## config.mk

```make
export PLATFORM = sky130hd
export DESIGN_NAME = engine_event_queue_consolidator
export DESIGN_NICKNAME = d
export VERILOG_FILES = /design/src/rtl/eeqc_pkg.sv /design/src/rtl/eeqc_ram.sv /design/src/rtl/engine_event_queue_consolidator.sv
export SDC_FILE = /design/constraint.sdc
export NUM_CORES = 2
export LEC_CHECK = 0
export BUFFER_PORTS_ARGS = -buffer_cell sky130_fd_sc_hd__buf_2
export CAP_MARGIN = 20
export CORE_UTILIZATION = 57
export DETAILED_ROUTE_END_ITERATION = 7
export HOLD_SLACK_MARGIN = 0.02
export PLACE_DENSITY_LB_ADDON = 0.15
export SKIP_CTS_REPAIR_TIMING = 1
export SYNTH_ARGS = -nofsm -noshare
export SYNTH_HDL_FRONTEND = slang
export SYNTH_SLANG_ARGS = --single-unit
```

## constraint.sdc

```tcl
create_clock -name clk -period 6.1 [get_ports clk]
set_clock_uncertainty 0.15 [all_clocks]
set_input_delay 0.915 -clock clk [delete_from_list [all_inputs] [get_ports clk]]
set_output_delay 0.915 -clock clk [all_outputs]
set_load 0.1 [all_outputs]
```

## src/rtl/eeqc_pkg.sv

```systemverilog
// ============================================================================
// eeqc_pkg
// Shared constants, codes and types of the engine event queue consolidator.
// ============================================================================
package eeqc_pkg;

    // Queue geometry
    localparam int QUEUE_DEPTH     = 16;
    localparam int ADJUST_CHANNELS = 8;
    localparam int PTR_W           = (QUEUE_DEPTH > 2) ? $clog2(QUEUE_DEPTH) : 1;
    localparam int SLOT_DEPTH      = 2 * QUEUE_DEPTH;
    localparam int SLOT_ADDR_W     = $clog2(SLOT_DEPTH);

    // Configuration register file
    localparam int          CFG_ADDR_W       = 3;
    localparam logic        REG_TICK_SCALE   = 1'b0;
    localparam logic [7:0]  TICK_SCALE_RESET = 8'd20;

    // Command codes
    localparam logic [1:0] CMD_PUSH   = 2'd0;
    localparam logic [1:0] CMD_DRAIN  = 2'd1;
    localparam logic [1:0] CMD_ADJUST = 2'd2;

    // Action code that sets bits; all other codes clear them
    localparam logic [1:0] ACTION_SET = 2'd1;

    // Channel codes
    localparam logic CH_FUEL = 1'b0;
    localparam logic CH_IGN  = 1'b1;

    // One queued event as held in the slot memory
    typedef struct packed {
        logic        sets;
        logic [31:0] time_us;
        logic [31:0] mask;
    } slot_t;

    // Advance a ring pointer with wrap at the queue depth.
    function automatic logic [PTR_W-1:0] ptr_inc(input logic [PTR_W-1:0] p);
        logic [PTR_W-1:0] r;
        if (p == PTR_W'(QUEUE_DEPTH - 1))
        begin
            r = '0;
        end
        else
        begin
            r = p + 1'b1;
        end
        return r;
    endfunction

    // Slot memory address of a pointer in a given channel's queue.
    function automatic logic [SLOT_ADDR_W-1:0] slot_addr(input logic ch,
                                                          input logic [PTR_W-1:0] p);
        logic [SLOT_ADDR_W-1:0] a;
        if (ch)
        begin
            a = SLOT_ADDR_W'(QUEUE_DEPTH) + SLOT_ADDR_W'(p);
        end
        else
        begin
            a = SLOT_ADDR_W'(p);
        end
        return a;
    endfunction

endpackage

```

## src/rtl/eeqc_ram.sv

```systemverilog
// ============================================================================
// eeqc_ram
// Generic single-write, single-read synchronous RAM with registered read data.
// ============================================================================
module eeqc_ram #(
    parameter int WIDTH = 8,
    parameter int DEPTH = 16
) (
    input  logic                     clk,
    input  logic                     we,
    input  logic [$clog2(DEPTH)-1:0] waddr,
    input  logic [WIDTH-1:0]         wdata,
    input  logic                     re,
    input  logic [$clog2(DEPTH)-1:0] raddr,
    output logic [WIDTH-1:0]         rdata
);

    logic [WIDTH-1:0] mem_reg [DEPTH];
    logic [WIDTH-1:0] rdata_reg;

    // Write port
    always_ff @(posedge clk)
    begin
        if (we)
        begin
            mem_reg[waddr] <= wdata;
        end
    end

    // Registered read port
    always_ff @(posedge clk)
    begin
        if (re)
        begin
            rdata_reg <= mem_reg[raddr];
        end
    end

    assign rdata = rdata_reg;

endmodule

```

## src/rtl/engine_event_queue_consolidator.sv

```systemverilog
// ============================================================================
// engine_event_queue_consolidator
// Two ring queues of timed fuel and ignition events with output bitmask update.
// ============================================================================
// Push and adjust commands are accepted whenever the block is idle, so they may
// follow one another back to back. A drain is accepted and then, for every event
// it pops, passes through select and memory read, bitmask and time update, and
// delay multiply into the output register, which waits for the sink while a
// result is still held; a drain that pops nothing returns to idle from select.
// The pace is set by the single read port of the slot memory, shared by both
// queues, and by the sequencer that visits the fuel queue before the ignition
// queue. Both queues live in one memory of 2*QUEUE_DEPTH entries; each queue
// holds at most QUEUE_DEPTH-1 events and further pushes are dropped.
module engine_event_queue_consolidator
    import eeqc_pkg::*;
(
    input  logic                  clk,
    input  logic                  rst_n,
    // Input stream
    input  logic                  s_tvalid,
    output logic                  s_tready,
    // s_tdata: event_mask[31:0], event_time_us[63:32], action_code[65:64],
    //          target_index[68:66], fuel_sink_busy[69], ign_sink_busy[70], zero[71]
    input  logic [71:0]           s_tdata,
    // s_tuser: cmd[1:0], channel[2]
    input  logic [2:0]            s_tuser,
    // Output stream
    output logic                  m_tvalid,
    input  logic                  m_tready,
    // m_tdata: pin_mask[31:0], tick_delay[63:32]
    output logic [63:0]           m_tdata,
    // m_tuser: out_channel[0]
    output logic                  m_tuser,
    output logic                  m_tlast,
    // Configuration port
    input  logic                  psel,
    input  logic                  penable,
    input  logic                  pwrite,
    input  logic [CFG_ADDR_W-1:0] paddr,
    input  logic [31:0]           pwdata,
    output logic [31:0]           prdata,
    output logic                  pready
);

    typedef enum logic [3:0] {
        ST_IDLE = 4'b0001,
        ST_SEL  = 4'b0010,
        ST_RD   = 4'b0100,
        ST_MUL  = 4'b1000
    } state_t;

    // Input field unpacking
    logic [1:0]  in_cmd;
    logic        in_channel;
    logic [31:0] in_mask;
    logic [31:0] in_time;
    logic [1:0]  in_action;
    logic [2:0]  in_target;
    logic        in_fuel_busy;
    logic        in_ign_busy;

    assign in_mask      = s_tdata[31:0];
    assign in_time      = s_tdata[63:32];
    assign in_action    = s_tdata[65:64];
    assign in_target    = s_tdata[68:66];
    assign in_fuel_busy = s_tdata[69];
    assign in_ign_busy  = s_tdata[70];
    assign in_cmd       = s_tuser[1:0];
    assign in_channel   = s_tuser[2];

    // Registers
    state_t           state_reg, state_next;
    logic [PTR_W-1:0] head_reg [2];
    logic [PTR_W-1:0] head_next [2];
    logic [PTR_W-1:0] tail_reg [2];
    logic [PTR_W-1:0] tail_next [2];
    logic [31:0]      bits_reg [2];
    logic [31:0]      bits_next [2];
    logic [31:0]      prev_reg [2];
    logic [31:0]      prev_next [2];
    logic [1:0]       pend_reg, pend_next;
    logic             cur_reg, cur_next;
    logic             last_reg, last_next;
    logic [31:0]      dt_reg, dt_next;
    logic [7:0]       tick_reg;
    logic             out_valid_reg, out_valid_next;
    logic             out_ch_reg, out_ch_next;
    logic             out_last_reg, out_last_next;
    logic [31:0]      out_pin_reg, out_pin_next;
    logic [31:0]      out_dly_reg, out_dly_next;

    // Slot memory port signals
    logic                   ram_we;
    logic [SLOT_ADDR_W-1:0] ram_waddr;
    slot_t                  ram_wdata;
    logic                   ram_re;
    logic [SLOT_ADDR_W-1:0] ram_raddr;
    slot_t                  ram_rdata;

    eeqc_ram #(
        .WIDTH ($bits(slot_t)),
        .DEPTH (SLOT_DEPTH)
    ) u_slot_ram (
        .clk   (clk),
        .we    (ram_we),
        .waddr (ram_waddr),
        .wdata (ram_wdata),
        .re    (ram_re),
        .raddr (ram_raddr),
        .rdata (ram_rdata)
    );

    // Configuration port: always ready, word decode on paddr[2]
    logic cfg_write;

    assign pready    = 1'b1;
    assign cfg_write = psel && penable && pwrite && pready;
    assign prdata    = (paddr[2] == REG_TICK_SCALE) ? {24'd0, tick_reg} : 32'd0;

    always_ff @(posedge clk or negedge rst_n)
    begin
        if (!rst_n)
        begin
            tick_reg <= TICK_SCALE_RESET;
        end
        else if (cfg_write && (paddr[2] == REG_TICK_SCALE))
        begin
            tick_reg <= pwdata[7:0];
        end
    end

    // Handshake
    logic in_fire;
    logic out_free;

    assign s_tready = (state_reg == ST_IDLE);
    assign in_fire  = s_tvalid && s_tready;
    assign out_free = !out_valid_reg || m_tready;

    // Push decode: a plain push or an in-range adjust writes one slot unless the queue is full
    logic        push_req;
    logic        push_full;
    logic [31:0] push_mask;
    logic [31:0] push_time;
    logic        push_sets;

    always_comb
    begin
        push_req  = 1'b0;
        push_mask = in_mask;
        push_time = in_time;
        push_sets = (in_action == ACTION_SET);
        case (in_cmd)
            CMD_PUSH:
            begin
                push_req = 1'b1;
            end
            CMD_ADJUST:
            begin
                push_req  = (32'(in_target) < 32'(ADJUST_CHANNELS));
                push_mask = 32'd1 << in_target;
                push_time = {16'd0, in_time[15:0]};
                push_sets = 1'b0;
            end
            default:
            begin
                push_req = 1'b0;
            end
        endcase
    end

    assign push_full = (ptr_inc(head_reg[in_channel]) == tail_reg[in_channel]);

    // Queue readiness for the drain sequencer
    logic fuel_go;
    logic ign_go;

    assign fuel_go = pend_reg[0] && (head_reg[0] != tail_reg[0]);
    assign ign_go  = pend_reg[1] && (head_reg[1] != tail_reg[1]);

    // Sequencer and state update
    always_comb
    begin
        state_next     = state_reg;
        head_next      = head_reg;
        tail_next      = tail_reg;
        bits_next      = bits_reg;
        prev_next      = prev_reg;
        pend_next      = pend_reg;
        cur_next       = cur_reg;
        last_next      = last_reg;
        dt_next        = dt_reg;
        out_valid_next = out_valid_reg && !m_tready;
        out_ch_next    = out_ch_reg;
        out_last_next  = out_last_reg;
        out_pin_next   = out_pin_reg;
        out_dly_next   = out_dly_reg;
        ram_we         = 1'b0;
        ram_waddr      = slot_addr(in_channel, head_reg[in_channel]);
        ram_wdata      = '{sets: push_sets, time_us: push_time, mask: push_mask};
        ram_re         = 1'b0;
        ram_raddr      = slot_addr(cur_reg, tail_reg[cur_reg]);

        case (state_reg)
            ST_IDLE:
            begin
                if (in_fire)
                begin
                    if (in_cmd == CMD_DRAIN)
                    begin
                        pend_next  = {!in_ign_busy, !in_fuel_busy};
                        state_next = ST_SEL;
                    end
                    else if (push_req && !push_full)
                    begin
                        ram_we                = 1'b1;
                        head_next[in_channel] = ptr_inc(head_reg[in_channel]);
                    end
                end
            end
            ST_SEL:
            begin
                // Fuel queue first, then ignition
                if (fuel_go)
                begin
                    cur_next    = CH_FUEL;
                    last_next   = !ign_go;
                    pend_next[0] = 1'b0;
                    ram_re      = 1'b1;
                    ram_raddr   = slot_addr(CH_FUEL, tail_reg[0]);
                    state_next  = ST_RD;
                end
                else if (ign_go)
                begin
                    cur_next    = CH_IGN;
                    last_next   = 1'b1;
                    pend_next[1] = 1'b0;
                    ram_re      = 1'b1;
                    ram_raddr   = slot_addr(CH_IGN, tail_reg[1]);
                    state_next  = ST_RD;
                end
                else
                begin
                    pend_next  = 2'b00;
                    state_next = ST_IDLE;
                end
            end
            ST_RD:
            begin
                // Slot data is valid; apply the event to the channel state
                if (ram_rdata.sets)
                begin
                    bits_next[cur_reg] = bits_reg[cur_reg] | ram_rdata.mask;
                end
                else
                begin
                    bits_next[cur_reg] = bits_reg[cur_reg] & ~ram_rdata.mask;
                end
                dt_next            = ram_rdata.time_us - prev_reg[cur_reg];
                prev_next[cur_reg] = ram_rdata.time_us;
                tail_next[cur_reg] = ptr_inc(tail_reg[cur_reg]);
                state_next         = ST_MUL;
            end
            ST_MUL:
            begin
                // Scale the delay into the output register once it is free
                if (out_free)
                begin
                    out_valid_next = 1'b1;
                    out_ch_next    = cur_reg;
                    out_last_next  = last_reg;
                    out_pin_next   = bits_reg[cur_reg];
                    out_dly_next   = dt_reg * {24'd0, tick_reg};
                    state_next     = last_reg ? ST_IDLE : ST_SEL;
                    if (last_reg)
                    begin
                        pend_next = 2'b00;
                    end
                end
            end
            default:
            begin
                state_next = ST_IDLE;
            end
        endcase
    end

    // Control registers
    always_ff @(posedge clk or negedge rst_n)
    begin
        if (!rst_n)
        begin
            state_reg     <= ST_IDLE;
            head_reg      <= '{default: '0};
            tail_reg      <= '{default: '0};
            bits_reg      <= '{default: '0};
            prev_reg      <= '{default: '0};
            pend_reg      <= 2'b00;
            cur_reg       <= CH_FUEL;
            last_reg      <= 1'b0;
            out_valid_reg <= 1'b0;
        end
        else
        begin
            state_reg     <= state_next;
            head_reg      <= head_next;
            tail_reg      <= tail_next;
            bits_reg      <= bits_next;
            prev_reg      <= prev_next;
            pend_reg      <= pend_next;
            cur_reg       <= cur_next;
            last_reg      <= last_next;
            out_valid_reg <= out_valid_next;
        end
    end

    // Payload registers
    always_ff @(posedge clk)
    begin
        dt_reg       <= dt_next;
        out_ch_reg   <= out_ch_next;
        out_last_reg <= out_last_next;
        out_pin_reg  <= out_pin_next;
        out_dly_reg  <= out_dly_next;
    end

    // Output stream
    assign m_tvalid = out_valid_reg;
    assign m_tdata  = {out_dly_reg, out_pin_reg};
    assign m_tuser  = out_ch_reg;
    assign m_tlast  = out_last_reg;

    // Assertions
    // Slots are written only while idle, so a write never meets a pending read.
    a_write_idle: assert property (@(posedge clk) disable iff (!rst_n)
        ram_we |-> (state_reg == ST_IDLE))
        else $error("slot write outside idle state");

    // A popped queue must have held at least one event when it was selected.
    a_read_nonempty: assert property (@(posedge clk) disable iff (!rst_n)
        (state_reg == ST_RD) |-> (head_reg[cur_reg] != tail_reg[cur_reg]))
        else $error("slot read from an empty queue");

    // A fresh result comes only from the multiply step.
    a_result_source: assert property (@(posedge clk) disable iff (!rst_n)
        $rose(m_tvalid) |-> ($past(state_reg) == ST_MUL))
        else $error("result loaded outside the multiply step");

    // The multiply step waits while a result is still held by the sink.
    a_mul_waits: assert property (@(posedge clk) disable iff (!rst_n)
        ((state_reg == ST_MUL) && m_tvalid && !m_tready) |=> (state_reg == ST_MUL))
        else $error("result overwritten before transaction completed");

endmodule
```

==> metrics <==
status finished, final reports clean; first-pass GRT wire length 382000 microns; yosys warns 0; Pint 0.0327 W; Unique masters post-synth 80; routed via count 61594; GRT met3 Usage 4.61%; grt ovf 0; DRC violations left 0; drt pass-1 iters 6; Die Wd ~430 microns; clk sink count between 2000 and 2500; RSZ-0062 raised after global routing false; cell count after synthesis ~7500; pin slew with the least headroom to its limit roughly 1.2 ns; count of filler cells inserted in the layout ~13000; prevailing post-synth register cell edfxtp_1; Port-buffer cells 165; register area share after synthesis roughly 69%; Worst setup startpoint tick_reg[4]; area grow syn2layout 11.7%; post-layout min period 5.77 ns; delay of the slowest critical-path stage approximately 0.60 ns; CTS tree yes; Die Y-Extent 428 microns; max reg flops between 2000 and 2500; number of synthesized flops with an enable pin approximately 2200; Min-Delay Startpoint s_tdata[69]; initial antenna violation count 13; starting DRC count in detailed routing ~7000; Async S/R FF share, synth about 6.7%; gpl congestion approximately 0.84; vias in the first global route roughly 60000; DP Wirelength 141000 microns; largest net degree at the start of global routing ~160; CTS root buf clkbuf_16; Hold Vio Cnt, Final 0; Comb pwr share between 30% and 40%; initial core utilization approximately 58%; critical-path cell list buf_4 > and2_1 > fa_1 > fa_1 > fa_1 > inv_1 > fa_1 > inv_1 > ha_1 > a2111oi_0 > a21oi_1 > a211oi_1 > buf_4 > nor4_2 > nor3_1 > o31ai_1 > a21oi_1 > xnor2_1; core box area 179000 sq um; Setup CP Type flip-flop to flip-flop; CP Launch Type flip-flop; Most Used Layer, Global Route met2; row cnt 155; CP most frequent cell fa_1; met1 GRT Util roughly 40%; CP endpoint kind flip-flop; reg-to-reg startpoint tick_reg[4]; Slowest-stage cell, CP dfstp_2; clk buf depth 3; sequential share of power between 40% and 50%; Final Setup Violations 0; final hold slack 0.0580 ns; fin crit share between 90% and 100%; Peak Freq about 170 MHz; Max Cap Viol 0; H-tree levels 4; slew margin rel. a little over a fifth; die area between 150000 and 200000 sq um; Routed Wire Length around 260000 microns; I/O pins 218; M2 GR Usage 44.3%; GRT Util Overall 28.0%; sw frac about 33%; share of layout cells above drive strength 1 between 10% and 20%; Final Util between 60% and 70%; leakage slightly above 40 nW; via/cell ratio ~6.0; Yosys reg bits 2404; Nets 8033; Clk network pwr share between 20 and 30%; CTS buffer count 236; clock latency on the worst-skew pair around 0.90 ns; PD cells roughly 420 nW/um^2; maximum VDD drop between 0.0003 and 0.0004 V; Hold Crit Class input port to flip-flop; CP max FO 24; Mean Syn Cell Area around 14 sq um; max-slew violations 0; antenna-violating nets left 0; clock slew at reported path FFs around 0.07 ns; Worst Path Required ~6.6 ns; Synth Cell Area between 100000 and 150000 sq um; CP arrival ~6.3 ns; Net Switching 0.0164 W; drt wl/cell approximately 25 microns
[worst max-delay path, delay by kind of cell (launching register included)]
family	cells	cell delay [ns]
buffers and inverters	4	0.58
adder cells (fa/ha/maj)	5	2.28
AO/OA/AOI/OAI	5	1.27
XOR/XNOR	1	0.08
AND/OR/NAND/NOR	3	0.54
flip-flops	1	0.60
[logic make-up after synthesis]
kind of cell / after synthesis / share of synthesized area (%)
AOI/OAI and AO/OA: 1195 / 7.30
xor gates and xnor gates: 81 / 0.686
adders and majority gates: 233 / 3.96
buffers and inverters: 869 / 3.62
DFF: 2404 / 69.1
muxes: 617 / 6.67
other: 2 / 0.00727
and+or+nand+nor: 2075 / 8.69
[cell usage in the layout, fill, tap and decap left out, types with 26 or more instances in the layout]
master	synthesis	final
dfrtp_1	158	154
nor2_4	0	33
buf_12	0	69
clkinv_2	0	34
ha_1	76	76
buf_2	99	165
nand2_1	939	939
a211oi_1	287	287
a21oi_1	61	60
inv_1	433	433
a31oi_1	289	288
o21ai_1	164	163
mux2i_1	127	127
buf_4	65	133
edfxtp_1	2243	2243
xnor2_1	55	55
and2_1	213	212
nor2_1	685	652
o22ai_1	74	74
a21o_1	27	27
mux2_2	479	479
fa_1	157	157
nand3_1	64	59
o21ai_0	207	207
clkinv_1	0	59
clkbuf_16	0	239
xor2_1	26	26
nor4_1	47	35
clkbuf_1	224	66
nor4_2	19	31
[worst paths after layout]
path / end / slack [ns] / cells after the start
min in group asynchronous: bits_reg[46] / 0.25 / 2
max in group asynchronous: cur_reg / 4.21 / 3
min: pend_reg[0] / 0.06 / 2
min reg2reg: prev_reg[30] / 0.32 / 2
max reg2reg: out_dly_reg[31] / 0.33 / 18
max: out_dly_reg[31] / 0.33 / 18
[layout make-up]
cell class	count	area, sq um	area share, %
clock buffer	309	6270	5.43
timing repair buffer	381	3530	3.06
antenna	7	17.5	0.0152
clock inverter	125	907	0.785
multi-input combinational	4226	28800	24.9
tap	2355	2950	2.55
inverter	434	1630	1.41
sequential	2404	71400	61.8
[power groups by stage]
stage	clock network, W	registers [W]	logic, W
after global placement	0	0.0200	0.0152
after detailed placement	0	0.0200	0.0155
after CTS	0.0138	0.0196	0.0156
final	0.0137	0.0196	0.0158
after floorplan	0	0.0199	0.0109
after global routing	0.0144	0.0197	0.0173
[synthesized netlist by cell type, drive strengths merged, types with 5 or more instances]
| cell type | instances | area (sq um) |
|---|---|---|
| o21a | 10 | 75.1 |
| mux4 | 9 | 203 |
| clkbuf | 224 | 841 |
| o211ai | 9 | 72.6 |
| or2 | 15 | 93.8 |
| mux2i | 127 | 1270 |
| nand3b | 8 | 60.1 |
| mux2 | 481 | 5420 |
| buf | 211 | 1270 |
| ha | 76 | 951 |
| a21oi | 64 | 347 |
| nor4 | 66 | 532 |
| nand2 | 939 | 3520 |
| dfrtp | 158 | 3950 |
| xor2 | 26 | 228 |
| xnor2 | 55 | 482 |
| a22oi | 8 | 60.1 |
| a31oi | 289 | 1810 |
| o21bai | 8 | 60.1 |
| a211oi | 287 | 2150 |
| a22o | 7 | 61.3 |
| nor3 | 17 | 85.1 |
| nor2b | 20 | 125 |
| nor2 | 687 | 2580 |
| o22ai | 74 | 463 |
| edfxtp | 2243 | 67400 |
| o31ai | 8 | 60.1 |
| and3 | 5 | 31.3 |
| a21o | 27 | 203 |
| fa | 157 | 3140 |
| nand4 | 19 | 119 |
| nand3 | 64 | 320 |
| inv | 434 | 1630 |
| nand2b | 7 | 43.8 |
| o21ai | 371 | 1860 |
| and2 | 213 | 1330 |
[per-layer routing]
| metal | vias up | share of wire [%] | routed length (microns) |
|---|---|---|---|
| met5 | - | 0.025 | 64 |
| met4 | 10 | 2.8 | 7200 |
| met3 | 437 | 8.9 | 22900 |
| met2 | 2766 | 47 | 121000 |
| met1 | 30850 | 42 | 107000 |
| li1 | 27531 | - | - |
[stage by stage]
step | area [sq um] | total power (W) | TNS [ns] | cells | worst slack [ns]
floorplan | 103000 | 0.0307 | -1012.05 | 7499 | -0.527
global placement | 108000 | 0.0352 | 0 | 9784 | 0.124
detailed placement | 108000 | 0.0355 | 0 | 9784 | 0.110
CTS | 115000 | 0.0491 | 0 | 10218 | 0.110
global route | 115000 | 0.0514 | 0 | 10234 | 0.0323
finish | 116000 | 0.0490 | 0 | 10241 | 0.328
(Power assumes the default switching activity.)
